$ cat config.mk
export PLATFORM = sky130hd
export DESIGN_NAME = rgb_to_hsl_converter_core
export DESIGN_NICKNAME = d
export VERILOG_FILES = /design/src/hw/rtl/rgbhsl_pkg.sv /design/src/hw/rtl/rgbhsl_front.sv /design/src/hw/rtl/rgbhsl_div.sv /design/src/hw/rtl/rgbhsl_back.sv /design/src/hw/rtl/rgb_to_hsl_converter_core.sv
export VERILOG_INCLUDE_DIRS = /design/src /design/src/hw/rtl
export SDC_FILE = /design/constraint.sdc
export NUM_CORES = 1
export LEC_CHECK = 0
export BUFFER_PORTS_ARGS = -buffer_cell sky130_fd_sc_hd__clkbuf_2
export CAP_MARGIN = 15
export CORE_MARGIN = 2
export CORE_UTILIZATION = 45
export DETAILED_ROUTE_END_ITERATION = 10
export GPL_TIMING_DRIVEN = 0
export HOLD_SLACK_MARGIN = 0.06
export PLACE_DENSITY = 0.7
export SYNTH_ARGS = -nofsm -noshare
export SYNTH_HDL_FRONTEND = slang
export SYNTH_SLANG_ARGS = --single-unit
$ cat constraint.sdc
create_clock -name clk -period 13.25 [get_ports clk]
set_input_delay 0.6625 -clock clk [delete_from_list [all_inputs] [get_ports clk]]
set_output_delay 0.6625 -clock clk [all_outputs]
set_load 0.01 [all_outputs]
$ cat src/hw/rtl/rgb_to_hsl_converter_core_assert.svh
// Assertion macros shared by the RGB to HSL converter RTL
`ifndef RGB_TO_HSL_CONVERTER_CORE_ASSERT_SVH
`define RGB_TO_HSL_CONVERTER_CORE_ASSERT_SVH
`ifndef SYNTH
`define ASSERT_IMPLY(label, clock, resetn, ante, cons) \
    label: assert property (@(posedge clock) disable iff (!resetn) (ante) |-> cons) \
        else $error("assertion failed");
`define ASSERT_HOLDS(label, clock, resetn, cond) \
    label: assert property (@(posedge clock) disable iff (!resetn) (cond)) \
        else $error("assertion failed");
`else
`define ASSERT_IMPLY(label, clock, resetn, ante, cons)
`define ASSERT_HOLDS(label, clock, resetn, cond)
`endif
`endif

$ cat src/hw/rtl/rgbhsl_pkg.sv
// Package: types, constants and codes of the RGB to HSL converter
`timescale 1ns / 1ps
package rgbhsl_pkg;

    localparam int CHAN_W     = 8;
    localparam int HUE_W      = 15;
    localparam int FRAC_W     = 16;
    localparam int NUM_W      = 24;
    localparam int DEN_W      = 8;
    localparam int DIV_STAGES = 6;
    localparam int DIV_STEP   = 3;
    localparam int QUO_W      = DIV_STAGES * DIV_STEP;
    localparam int HUE_Q_W    = 12;

    localparam int FRONT_STAGES = 2;
    localparam int BACK_STAGES  = 1;
    localparam int PIPE_LATENCY = FRONT_STAGES + DIV_STAGES + BACK_STAGES;

    localparam logic [HUE_W-1:0] HUE_SIXTH    = 15'd3840;
    localparam logic [HUE_W-1:0] HUE_GREEN_AT = 15'd7680;
    localparam logic [HUE_W-1:0] HUE_BLUE_AT  = 15'd15360;
    localparam logic [HUE_W-1:0] HUE_FULL     = 15'd23040;

    localparam logic [1:0] SECTOR_RED   = 2'd0;
    localparam logic [1:0] SECTOR_GREEN = 2'd1;
    localparam logic [1:0] SECTOR_BLUE  = 2'd2;

    typedef struct packed {
        logic [CHAN_W-1:0] red_level;
        logic [CHAN_W-1:0] green_level;
        logic [CHAN_W-1:0] blue_level;
    } rgb_pixel_t;

    typedef struct packed {
        logic [HUE_W-1:0]  hue_angle;
        logic [FRAC_W-1:0] saturation_frac;
        logic [FRAC_W-1:0] lightness_frac;
    } hsl_pixel_t;

    typedef struct packed {
        logic              grey;
        logic [1:0]        sector;
        logic              neg;
        logic [FRAC_W-1:0] light;
    } side_t;

    typedef struct packed {
        logic [NUM_W-1:0] sat_num;
        logic [DEN_W-1:0] sat_den;
        logic [NUM_W-1:0] hue_num;
        logic [DEN_W-1:0] hue_den;
        side_t            side;
    } div_req_t;

    typedef struct packed {
        logic [QUO_W-1:0] sat_quo;
        logic [QUO_W-1:0] hue_quo;
        side_t            side;
    } div_res_t;

endpackage

$ cat src/hw/rtl/rgbhsl_front.sv
// Front end: channel extremes, sector, lightness and divider operands
`timescale 1ns / 1ps
module rgbhsl_front (
    input  logic                  clk,
    input  logic                  rst_n,
    input  logic                  in_valid,
    input  rgbhsl_pkg::rgb_pixel_t pixel,
    output logic                  out_valid,
    output rgbhsl_pkg::div_req_t  out_req
);
    import rgbhsl_pkg::*;

    logic              s1_valid_reg;
    rgb_pixel_t        s1_pix_reg;
    logic [CHAN_W-1:0] s1_hi_reg;
    logic [CHAN_W-1:0] s1_lo_reg;
    logic [1:0]        s1_sector_reg;

    logic [CHAN_W-1:0] hi_next;
    logic [CHAN_W-1:0] lo_next;
    logic [1:0]        sector_next;

    logic              s2_valid_reg;
    div_req_t          s2_req_reg;
    div_req_t          req_next;

    logic [CHAN_W:0]   sum;
    logic [CHAN_W-1:0] delta;
    logic [CHAN_W-1:0] denom;
    logic [CHAN_W:0]   diff;
    logic [CHAN_W:0]   diff_abs;
    logic [CHAN_W-1:0] mag;
    logic [16:0]       light_full;

    always_comb
    begin
        if (pixel.red_level > pixel.green_level)
        begin
            hi_next     = pixel.red_level;
            lo_next     = pixel.green_level;
            sector_next = SECTOR_RED;
        end
        else
        begin
            hi_next     = pixel.green_level;
            lo_next     = pixel.red_level;
            sector_next = SECTOR_GREEN;
        end
        if (hi_next < pixel.blue_level)
        begin
            hi_next     = pixel.blue_level;
            sector_next = SECTOR_BLUE;
        end
        if (lo_next > pixel.blue_level)
        begin
            lo_next = pixel.blue_level;
        end
    end

    always_ff @(posedge clk or negedge rst_n)
    begin
        if (!rst_n)
        begin
            s1_valid_reg <= 1'b0;
        end
        else
        begin
            s1_valid_reg <= in_valid;
        end
    end

    always_ff @(posedge clk)
    begin
        s1_pix_reg    <= pixel;
        s1_hi_reg     <= hi_next;
        s1_lo_reg     <= lo_next;
        s1_sector_reg <= sector_next;
    end

    always_comb
    begin
        sum   = {1'b0, s1_hi_reg} + {1'b0, s1_lo_reg};
        delta = s1_hi_reg - s1_lo_reg;
        if (sum > 9'd255)
        begin
            denom = CHAN_W'(9'd510 - sum);
        end
        else
        begin
            denom = sum[CHAN_W-1:0];
        end

        case (s1_sector_reg)
            SECTOR_RED:
            begin
                diff = {1'b0, s1_pix_reg.green_level} - {1'b0, s1_pix_reg.blue_level};
            end
            SECTOR_GREEN:
            begin
                diff = {1'b0, s1_pix_reg.blue_level} - {1'b0, s1_pix_reg.red_level};
            end
            SECTOR_BLUE:
            begin
                diff = {1'b0, s1_pix_reg.red_level} - {1'b0, s1_pix_reg.green_level};
            end
            default:
            begin
                diff = '0;
            end
        endcase
        diff_abs   = diff[CHAN_W] ? (~diff + 9'd1) : diff;
        mag        = diff_abs[CHAN_W-1:0];
        light_full = {sum, 8'b0} + {8'b0, sum};

        req_next.sat_num     = {delta, 16'b0};
        req_next.sat_den     = denom;
        req_next.hue_num     = NUM_W'({mag, 12'b0}) - NUM_W'({mag, 8'b0});
        req_next.hue_den     = delta;
        req_next.side.grey   = (delta == '0);
        req_next.side.sector = s1_sector_reg;
        req_next.side.neg    = diff[CHAN_W];
        req_next.side.light  = light_full[16:1];
    end

    always_ff @(posedge clk or negedge rst_n)
    begin
        if (!rst_n)
        begin
            s2_valid_reg <= 1'b0;
        end
        else
        begin
            s2_valid_reg <= s1_valid_reg;
        end
    end

    always_ff @(posedge clk)
    begin
        s2_req_reg <= req_next;
    end

    assign out_valid = s2_valid_reg;
    assign out_req   = s2_req_reg;

endmodule

$ cat src/hw/rtl/rgbhsl_div.sv
// Pipelined restoring divider: saturation and hue quotients side by side
`timescale 1ns / 1ps
`include "rgb_to_hsl_converter_core_assert.svh"
module rgbhsl_div (
    input  logic                 clk,
    input  logic                 rst_n,
    input  logic                 in_valid,
    input  rgbhsl_pkg::div_req_t in_req,
    output logic                 out_valid,
    output rgbhsl_pkg::div_res_t out_res
);
    import rgbhsl_pkg::*;

    typedef struct packed {
        logic [DEN_W-1:0] rem;
        logic [QUO_W-1:0] rest;
        logic [QUO_W-1:0] quo;
        logic [DEN_W-1:0] den;
    } lane_t;

    typedef struct packed {
        lane_t sat;
        lane_t hue;
        side_t side;
    } stage_t;

    function automatic lane_t lane_load(logic [NUM_W-1:0] num, logic [DEN_W-1:0] den);
        lane_t l;
        l.rem  = DEN_W'(num[NUM_W-1:QUO_W]);
        l.rest = num[QUO_W-1:0];
        l.quo  = '0;
        l.den  = den;
        return l;
    endfunction

    function automatic lane_t lane_adv(lane_t l);
        lane_t        r;
        logic [DEN_W:0] t;
        r = l;
        for (int j = 0; j < DIV_STEP; j++)
        begin
            t      = {r.rem, r.rest[QUO_W-1]};
            r.rest = {r.rest[QUO_W-2:0], 1'b0};
            if (t >= {1'b0, r.den})
            begin
                r.rem = DEN_W'(t - {1'b0, r.den});
                r.quo = {r.quo[QUO_W-2:0], 1'b1};
            end
            else
            begin
                r.rem = t[DEN_W-1:0];
                r.quo = {r.quo[QUO_W-2:0], 1'b0};
            end
        end
        return r;
    endfunction

    logic   stage_valid_reg [DIV_STAGES];
    stage_t stage_reg       [DIV_STAGES];
    stage_t stage_in        [DIV_STAGES];
    stage_t stage_next      [DIV_STAGES];

    always_comb
    begin
        stage_in[0].sat  = lane_load(in_req.sat_num, in_req.sat_den);
        stage_in[0].hue  = lane_load(in_req.hue_num, in_req.hue_den);
        stage_in[0].side = in_req.side;
        for (int s = 1; s < DIV_STAGES; s++)
        begin
            stage_in[s] = stage_reg[s-1];
        end
        for (int s = 0; s < DIV_STAGES; s++)
        begin
            stage_next[s].sat  = lane_adv(stage_in[s].sat);
            stage_next[s].hue  = lane_adv(stage_in[s].hue);
            stage_next[s].side = stage_in[s].side;
        end
    end

    always_ff @(posedge clk or negedge rst_n)
    begin
        if (!rst_n)
        begin
            for (int s = 0; s < DIV_STAGES; s++)
            begin
                stage_valid_reg[s] <= 1'b0;
            end
        end
        else
        begin
            stage_valid_reg[0] <= in_valid;
            for (int s = 1; s < DIV_STAGES; s++)
            begin
                stage_valid_reg[s] <= stage_valid_reg[s-1];
            end
        end
    end

    always_ff @(posedge clk)
    begin
        for (int s = 0; s < DIV_STAGES; s++)
        begin
            stage_reg[s] <= stage_next[s];
        end
    end

    assign out_valid       = stage_valid_reg[DIV_STAGES-1];
    assign out_res.sat_quo = stage_reg[DIV_STAGES-1].sat.quo;
    assign out_res.hue_quo = stage_reg[DIV_STAGES-1].hue.quo;
    assign out_res.side    = stage_reg[DIV_STAGES-1].side;

    `ASSERT_IMPLY(a_sat_rem_below_den, clk, rst_n,
        out_valid && !out_res.side.grey,
        stage_reg[DIV_STAGES-1].sat.rem < stage_reg[DIV_STAGES-1].sat.den)
    `ASSERT_IMPLY(a_hue_rem_below_den, clk, rst_n,
        out_valid && !out_res.side.grey,
        stage_reg[DIV_STAGES-1].hue.rem < stage_reg[DIV_STAGES-1].hue.den)
    `ASSERT_IMPLY(a_hue_quo_in_sixth, clk, rst_n,
        out_valid && !out_res.side.grey,
        out_res.hue_quo <= QUO_W'(HUE_SIXTH))

endmodule

$ cat src/hw/rtl/rgbhsl_back.sv
// Back end: sector offset, saturation clamp and result register
`timescale 1ns / 1ps
module rgbhsl_back (
    input  logic                   clk,
    input  logic                   rst_n,
    input  logic                   in_valid,
    input  rgbhsl_pkg::div_res_t   in_res,
    output logic                   result_valid,
    output rgbhsl_pkg::hsl_pixel_t result
);
    import rgbhsl_pkg::*;

    logic               valid_reg;
    hsl_pixel_t         result_reg;
    hsl_pixel_t         result_next;
    logic [HUE_W-1:0]   q;

    always_comb
    begin
        q = HUE_W'(in_res.hue_quo[HUE_Q_W-1:0]);
        result_next.lightness_frac = in_res.side.light;

        if (in_res.sat_quo[QUO_W-1:FRAC_W] != '0)
        begin
            result_next.saturation_frac = '1;
        end
        else
        begin
            result_next.saturation_frac = in_res.sat_quo[FRAC_W-1:0];
        end

        case (in_res.side.sector)
            SECTOR_RED:
            begin
                if (in_res.side.neg && (q != '0))
                begin
                    result_next.hue_angle = HUE_FULL - q;
                end
                else
                begin
                    result_next.hue_angle = q;
                end
            end
            SECTOR_GREEN:
            begin
                result_next.hue_angle = in_res.side.neg ? (HUE_GREEN_AT - q)
                                                        : (HUE_GREEN_AT + q);
            end
            SECTOR_BLUE:
            begin
                result_next.hue_angle = in_res.side.neg ? (HUE_BLUE_AT - q)
                                                        : (HUE_BLUE_AT + q);
            end
            default:
            begin
                result_next.hue_angle = '0;
            end
        endcase

        if (in_res.side.grey)
        begin
            result_next.hue_angle       = '0;
            result_next.saturation_frac = '0;
        end
    end

    always_ff @(posedge clk or negedge rst_n)
    begin
        if (!rst_n)
        begin
            valid_reg <= 1'b0;
        end
        else
        begin
            valid_reg <= in_valid;
        end
    end

    always_ff @(posedge clk)
    begin
        result_reg <= result_next;
    end

    assign result_valid = valid_reg;
    assign result       = result_reg;

endmodule

$ cat src/hw/rtl/rgb_to_hsl_converter_core.sv
// Top level of the RGB to HSL converter
//
//   channel   direction  handshake                 payload
//   pixel     in         start (busy always low)    rgb_pixel_t
//   result    out        result_valid strobe        hsl_pixel_t
//
// One transaction per clock, as busy is held low: 2 front-end stages, 6 divider
// stages of 3 quotient bits each, 1 output register. The pipeline never
// stalls, so a new pixel can enter while earlier ones are still in flight.
// Reset clears every valid bit; transactions in flight are dropped.
// The receiver cannot stall: each result strobes for exactly one cycle.
`timescale 1ns / 1ps
`include "rgb_to_hsl_converter_core_assert.svh"
module rgb_to_hsl_converter_core (
    input  logic                   clk,
    input  logic                   rst_n,
    input  logic                   start,
    output logic                   busy,
    input  rgbhsl_pkg::rgb_pixel_t pixel,
    output logic                   result_valid,
    output rgbhsl_pkg::hsl_pixel_t result
);
    import rgbhsl_pkg::*;

    logic     front_valid;
    div_req_t front_req;
    logic     div_valid;
    div_res_t div_res;
    logic     accept;

    assign busy   = 1'b0;
    assign accept = start && !busy;

    rgbhsl_front u_front (
        .clk       (clk),
        .rst_n     (rst_n),
        .in_valid  (accept),
        .pixel     (pixel),
        .out_valid (front_valid),
        .out_req   (front_req)
    );

    rgbhsl_div u_div (
        .clk       (clk),
        .rst_n     (rst_n),
        .in_valid  (front_valid),
        .in_req    (front_req),
        .out_valid (div_valid),
        .out_res   (div_res)
    );

    rgbhsl_back u_back (
        .clk          (clk),
        .rst_n        (rst_n),
        .in_valid     (div_valid),
        .in_res       (div_res),
        .result_valid (result_valid),
        .result       (result)
    );

    `ASSERT_IMPLY(a_result_follows_start, clk, rst_n, accept, ##PIPE_LATENCY result_valid)
    `ASSERT_IMPLY(a_no_spurious_result, clk, rst_n, result_valid,
        $past(accept, PIPE_LATENCY))
    `ASSERT_IMPLY(a_hue_in_range, clk, rst_n, result_valid, result.hue_angle < HUE_FULL)
    `ASSERT_IMPLY(a_grey_has_no_hue, clk, rst_n,
        result_valid && (result.saturation_frac == '0), result.hue_angle == '0)

endmodule

# Word-level counts from Yosys, hierarchy flattened
# Memory sizes are Yosys's and may differ from the RTL's.
# Cells that the tools add are included.
dict set report totals {
  regBits 158
  latch_bits 0
  ramBits 708
  rom_bits 0
  in_bits 27
  output_inout_bits 49
  elab_cells 212
  n_memories 1
}
# memory words width read_ports rd_clocked_by_memory_dff write_ports line_no
set memory_table {}
lappend memory_table {u_div.stage_reg 6 118 6 0 6 rgbhsl_div.sv:59} ;# stage_t stage_reg [DIV_STAGES];
dict set report classes {
  addsub 50
  n_mul 0
  div 0
  magnitude_cmp 40
  n_eq_ne 4
  n_shift 0
  muxes 85
  n_bitwise 1
  reduce_logical 6
}
# cell n
set op_table {}
lappend op_table {{two-way mux 8 bit} 42}
lappend op_table {{greater-or-equal comparator 9 x 8 -> 1 bit} 34}
lappend op_table {{subtractor 8 bit} 35}
lappend op_table {{two-way mux 15 bit} 3}
lappend op_table {{one-hot mux 15 bit (3 select lines)} 1}
lappend op_table {{two-way mux 1 bit} 37}
lappend op_table {{one-hot mux 9 bit (3 select lines)} 1}
lappend op_table {{subtractor 8 x 8 -> 9 bit} 3}
lappend op_table {{subtractor 20 x 16 -> 21 bit} 1}
lappend op_table {{adder 17 x 9 -> 17 bit} 1}
lappend op_table {{greater-or-equal comparator 7 x 8 -> 1 bit} 2}
lappend op_table {{greater-than comparator 8 bit} 2}
lappend op_table {{two-way mux 16 bit} 1}
lappend op_table {{subtractor 7 x 8 -> 8 bit} 2}
lappend op_table {{adder 14 x 12 -> 15 bit, first input constant} 1}
lappend op_table {{subtractor 14 x 12 -> 15 bit, first input constant} 1}
lappend op_table {{subtractor 15 x 12 -> 15 bit, first input constant} 1}
lappend op_table {{adder 13 x 12 -> 14 bit, first input constant} 1}
lappend op_table {{subtractor 13 x 12 -> 14 bit, first input constant} 1}
lappend op_table {{nonzero test 12 bit} 1}
lappend op_table {{adder 8 x 8 -> 9 bit} 1}
lappend op_table {{greater-than comparator 9 x 8 -> 1 bit, second input constant} 1}
lappend op_table {{adder 8 x 1 -> 8 bit, second input constant} 1}
lappend op_table {{logical NOT 8 bit} 1}
lappend op_table {{other kinds (8)} 11}

# Longest topological paths before layout
# An unclocked memory read counts as a cell.
dict set report depth {
  ltp_word 7
  depth_mapped 32
  mapped_depth_nobuf 31
}

# Cells and area by module
# A second synthesis with hierarchy kept.
dict set report unflattened {
  hier_cells 3323
  hier_area_um2 32498.7
}
# module n_inst cells_each area_each_um2 seq_area_each_um2
set modules_own_cells {}
lappend modules_own_cells {rgbhsl_div 1 2485 24797.5 10079.7}
lappend modules_own_cells {rgbhsl_front 1 623 5725.5 1851.8}
lappend modules_own_cells {rgbhsl_back 1 213 1964.4 965.9}
lappend modules_own_cells {rgb_to_hsl_converter_core 1 2 11.3 0.0}

# Least setup slack after synthesis
# Ideal clock, no wire load.
dict set report synth_path {
  path_type {register -> register}
  startpoint {memory u_div.stage_reg[1][21] (netlist bit)}
  endpoint {memory u_div.stage_reg[2][63] (netlist bit)}
  setup_time_ns 0.123
  t_arrival_ns 6.409
  required_ns 13.127
  path_slack_ns 6.717
  stages_incl_launch_ff 32
  n_path_buf 1
  synth_period_minus_slack_ns 6.533
  path_cell_list {dfxtp_1 > inv_1 > ha_1 > nor2b_1 > o21ai_0 > nor2b_1 > a21oi_1 > o21ai_1 > clkbuf_1 > nor2_1 > a21oi_1 > inv_1 > ha_1 > nor2b_1 > o21ai_1 > nand2b_1 > a31oi_1 > o21ai_0 > a311o_1 > nor3_2 > mux2i_1 > ha_1 > nor2b_1 > o21ai_0 > a21boi_0 > o21ai_0 > nand2b_1 > nand3_1 > a31oi_1 > a2111oi_4 > inv_2 > mux2_1}
}
# element line_no
set synth_lines {}
lappend synth_lines {{start, declared} rgbhsl_div.sv:59}

==> reports/qor.csv <==
stage,metric,value,unit
run_status,status,"finished, final reports clean",
logic_synthesis,synth-main-ff-cell,dfxtp_1,
grt,antenna_found_initial,1,
logic_synthesis,synth_edf_count,0,
worst_setup_path,cp.arrival,8.48,ns
timing,fin_skew,0.0347,ns
timing,tightest_slew,1.04,ns
detailed_routing,vias,21200,
detailed_routing,first_pass_iters,5,
die,die-area,66100,um^2
grt,grt_usage,17.9,%
timing,tns,0,ns
timing,finalHoldViolations,0,
hold_path,hold_path.class,in2reg,
worst_setup_path,worstSetupPathType,reg2reg,
worst_setup_path,crit_path_top_delay_cell,nor3_2,
worst_setup_path,critical_path.top_delay_family,compound AO/OA/AOI/OAI gates,
layout,final_cell_mix,"dfxtp_1 (517), ha_1 (355), inv_1 (292)",
logic_synthesis,synthCells,3059,
layout,areaGrowthSynthToFinish,11.8,%
detailed_routing,final_antenna_net_count,0,
worst_setup_path,cp_max_fo,10,
clocking,htreeDepth,2,
logic_synthesis,yosys_warnings,0,
clocking,cts.root.buffer_cell,clkbuf_16,
die,design.core.area,63200,um^2
clocking,clock_latency,0.63,ns
layout,num-fill-cells,5751,
logic_synthesis,synthTopCellsByArea,"dfxtp_1 (36%), ha_1 (15%), mux2_2 (5.4%)",
place,io_buffers,74,
layout,largest_register_ffs,380,
grt,grt_first_pass_wirelength,99600,um
logic_synthesis,synth_cell_types,95,
worst_setup_path,required,13.74,ns
clocking,post_cts_buffers,0,
detailed_routing,drt-initial-drc-count,1046,
place,post-dp-hpwl,46000,um
logic_synthesis,ys_ff_latch,526,
die,die_w,257,um
timing,period_needed,7.98,ns
layout,ff_latch_area,10600,um^2
timing,timing.fmax,0.125,GHz
grt,globalRouteOverflowTotal,0,
logic_synthesis,synth_top_cell_by_area,dfxtp_1,
layout,multi_input_area,17000,um^2
die,ios,76,
die,die_h,257,um
logic_synthesis,seq_area_frac_synth,36.7,%
detailed_routing,wl_per_cell,14.4,um
clocking,clk_pin_slew_worst_paths,0.06,ns
logic_synthesis,syn_nets,3467,
grt,grt_pass1_vias,20700,
logic_synthesis,synth_area,28800,um^2
logic_synthesis,synthArstFlopShare,1.71,%
die,start_util,45.7,%
grt,grt_max_degree,17,
layout,diodes,0,
logic_synthesis,synth_area_per_cell,9.43,um^2
layout,mostFrequentLayoutCell,dfxtp_1,
clocking,numCtsBuffers,55,
worst_setup_path,endpoint_kind,register,
timing,final-setup-viol-count,0,
clocking,cts_tree,yes,
timing,rsz0062_at_grt,false,
detailed_routing,wl,58800,um
layout,drive_gt1_share,11.8,%
timing,drv_slew,0,
worst_setup_path,slowest_delay,0.76,ns
worst_setup_path,startpoint_type,register,
worst_setup_path,critical_path.n_buffers_inverters,4,
clocking,cts_sinks,526,
clocking,clk_path_buf_depth,3,
detailed_routing,drt-vias-per-instance,5.20,
place,gp_congestion,0.891,
timing,fin_crit_sh,60.2,%
logic_synthesis,synth_top_area_share,35.9,%
die,row_count,92,
detailed_routing,drc,0,
timing,slew_headroom,29.9,%
job,max_cap_violations,0,
layout,nNetsFinal,3599,
final timing paths:
kind                       slack (ns)                        to              startpoint  cells after the start
setup / recovery                 5.27    u_div.stage_reg[2][63]  u_div.stage_reg[1][21]                     31
hold / removal                   0.16      u_front.s1_valid_reg                   start                      1
setup reg to reg                 5.27    u_div.stage_reg[2][63]  u_div.stage_reg[1][21]                     31
hold reg to reg                  0.32    u_div.stage_reg[3][83]  u_div.stage_reg[2][80]                      0
max in group asynchronous       12.63  u_div.stage_valid_reg[1]                   rst_n                      2
min in group asynchronous        0.44  u_div.stage_valid_reg[2]                   rst_n                      2
cell families (layout without fill, tap and decap cells):
group	Yosys count	after routing	share of synthesized area, %
muxes	194	194	7.47
adders and majority gates	381	381	17.2
other	1	1	0.0130
xor gates and xnor gates	219	219	6.65
DFF	526	526	36.7
AOI/OAI and AO/OA	686	686	15.3
buffers and inverters	337	515	4.47
and+or+nand+nor	715	715	12.2
routing by layer:
layer	vias up	track usage, %	wire, um
met3	104	2.38	2110
li1	11000	-	-
met2	362	31.1	27600
met1	9780	22.7	27200
met5	-	0	0
met4	0	5.93	1770
area by class of cell:
type / instances / share of cell area (%)
buffer: 43 / 0.574
inverter: 294 / 3.42
multi-input combinational: 2196 / 52.6
clock buffer: 66 / 4.58
tap: 846 / 3.28
clock inverter: 37 / 1.54
sequential: 526 / 32.8
timing repair buffer: 75 / 1.18
synth_stat cells (all sizes together), types with 7 or more instances:
library cell,n
fa,26
o21a,42
a21boi,17
nor3b,8
a31oi,16
nand3,29
dfxtp,517
a221o,8
clkbuf,30
o21ai,184
dfrtp,9
a21o,58
o21bai,27
or3,24
a211oi,16
nand2,125
a211o,10
nand4,28
and2,18
xor2,81
mux2i,47
mux2,147
buf,13
nor2b,59
nor2,247
o211ai,13
and3,17
and4,9
nand2b,48
xnor2,138
nor3,53
a41o,7
o22ai,9
o31ai,10
or2,24
a21oi,197
o221ai,14
inv,294
ha,355
what timing repair did:
| action | in CTS | in global routing |
|---|---|---|
| hold buffers | 1 | 0 |
| gates resized for setup | 0 | 0 |
| endpoints found under the hold margin | 9 | 0 |
per-stage QoR:
stage          instances  util [%]  setup WS [ns]  hold WS, ns  instance area [um^2]
4_1_cts             4083      51.1           5.31        0.112                 32300
6_report            4083      51.1           5.27        0.155                 32300
3_3_place_gp        3979      47.9           5.54        0.309                 30300
2_1_floorplan       3059         -           6.72        0.310                 28800
3_5_place_dp        3979      47.9           5.33        0.312                 30300
5_1_grt             4083      51.1           4.63        0.126                 32300
Power is left out: the tool's default activity adds up to more than one toggle a clock period on the data nets, which glitch-free logic cannot reach.
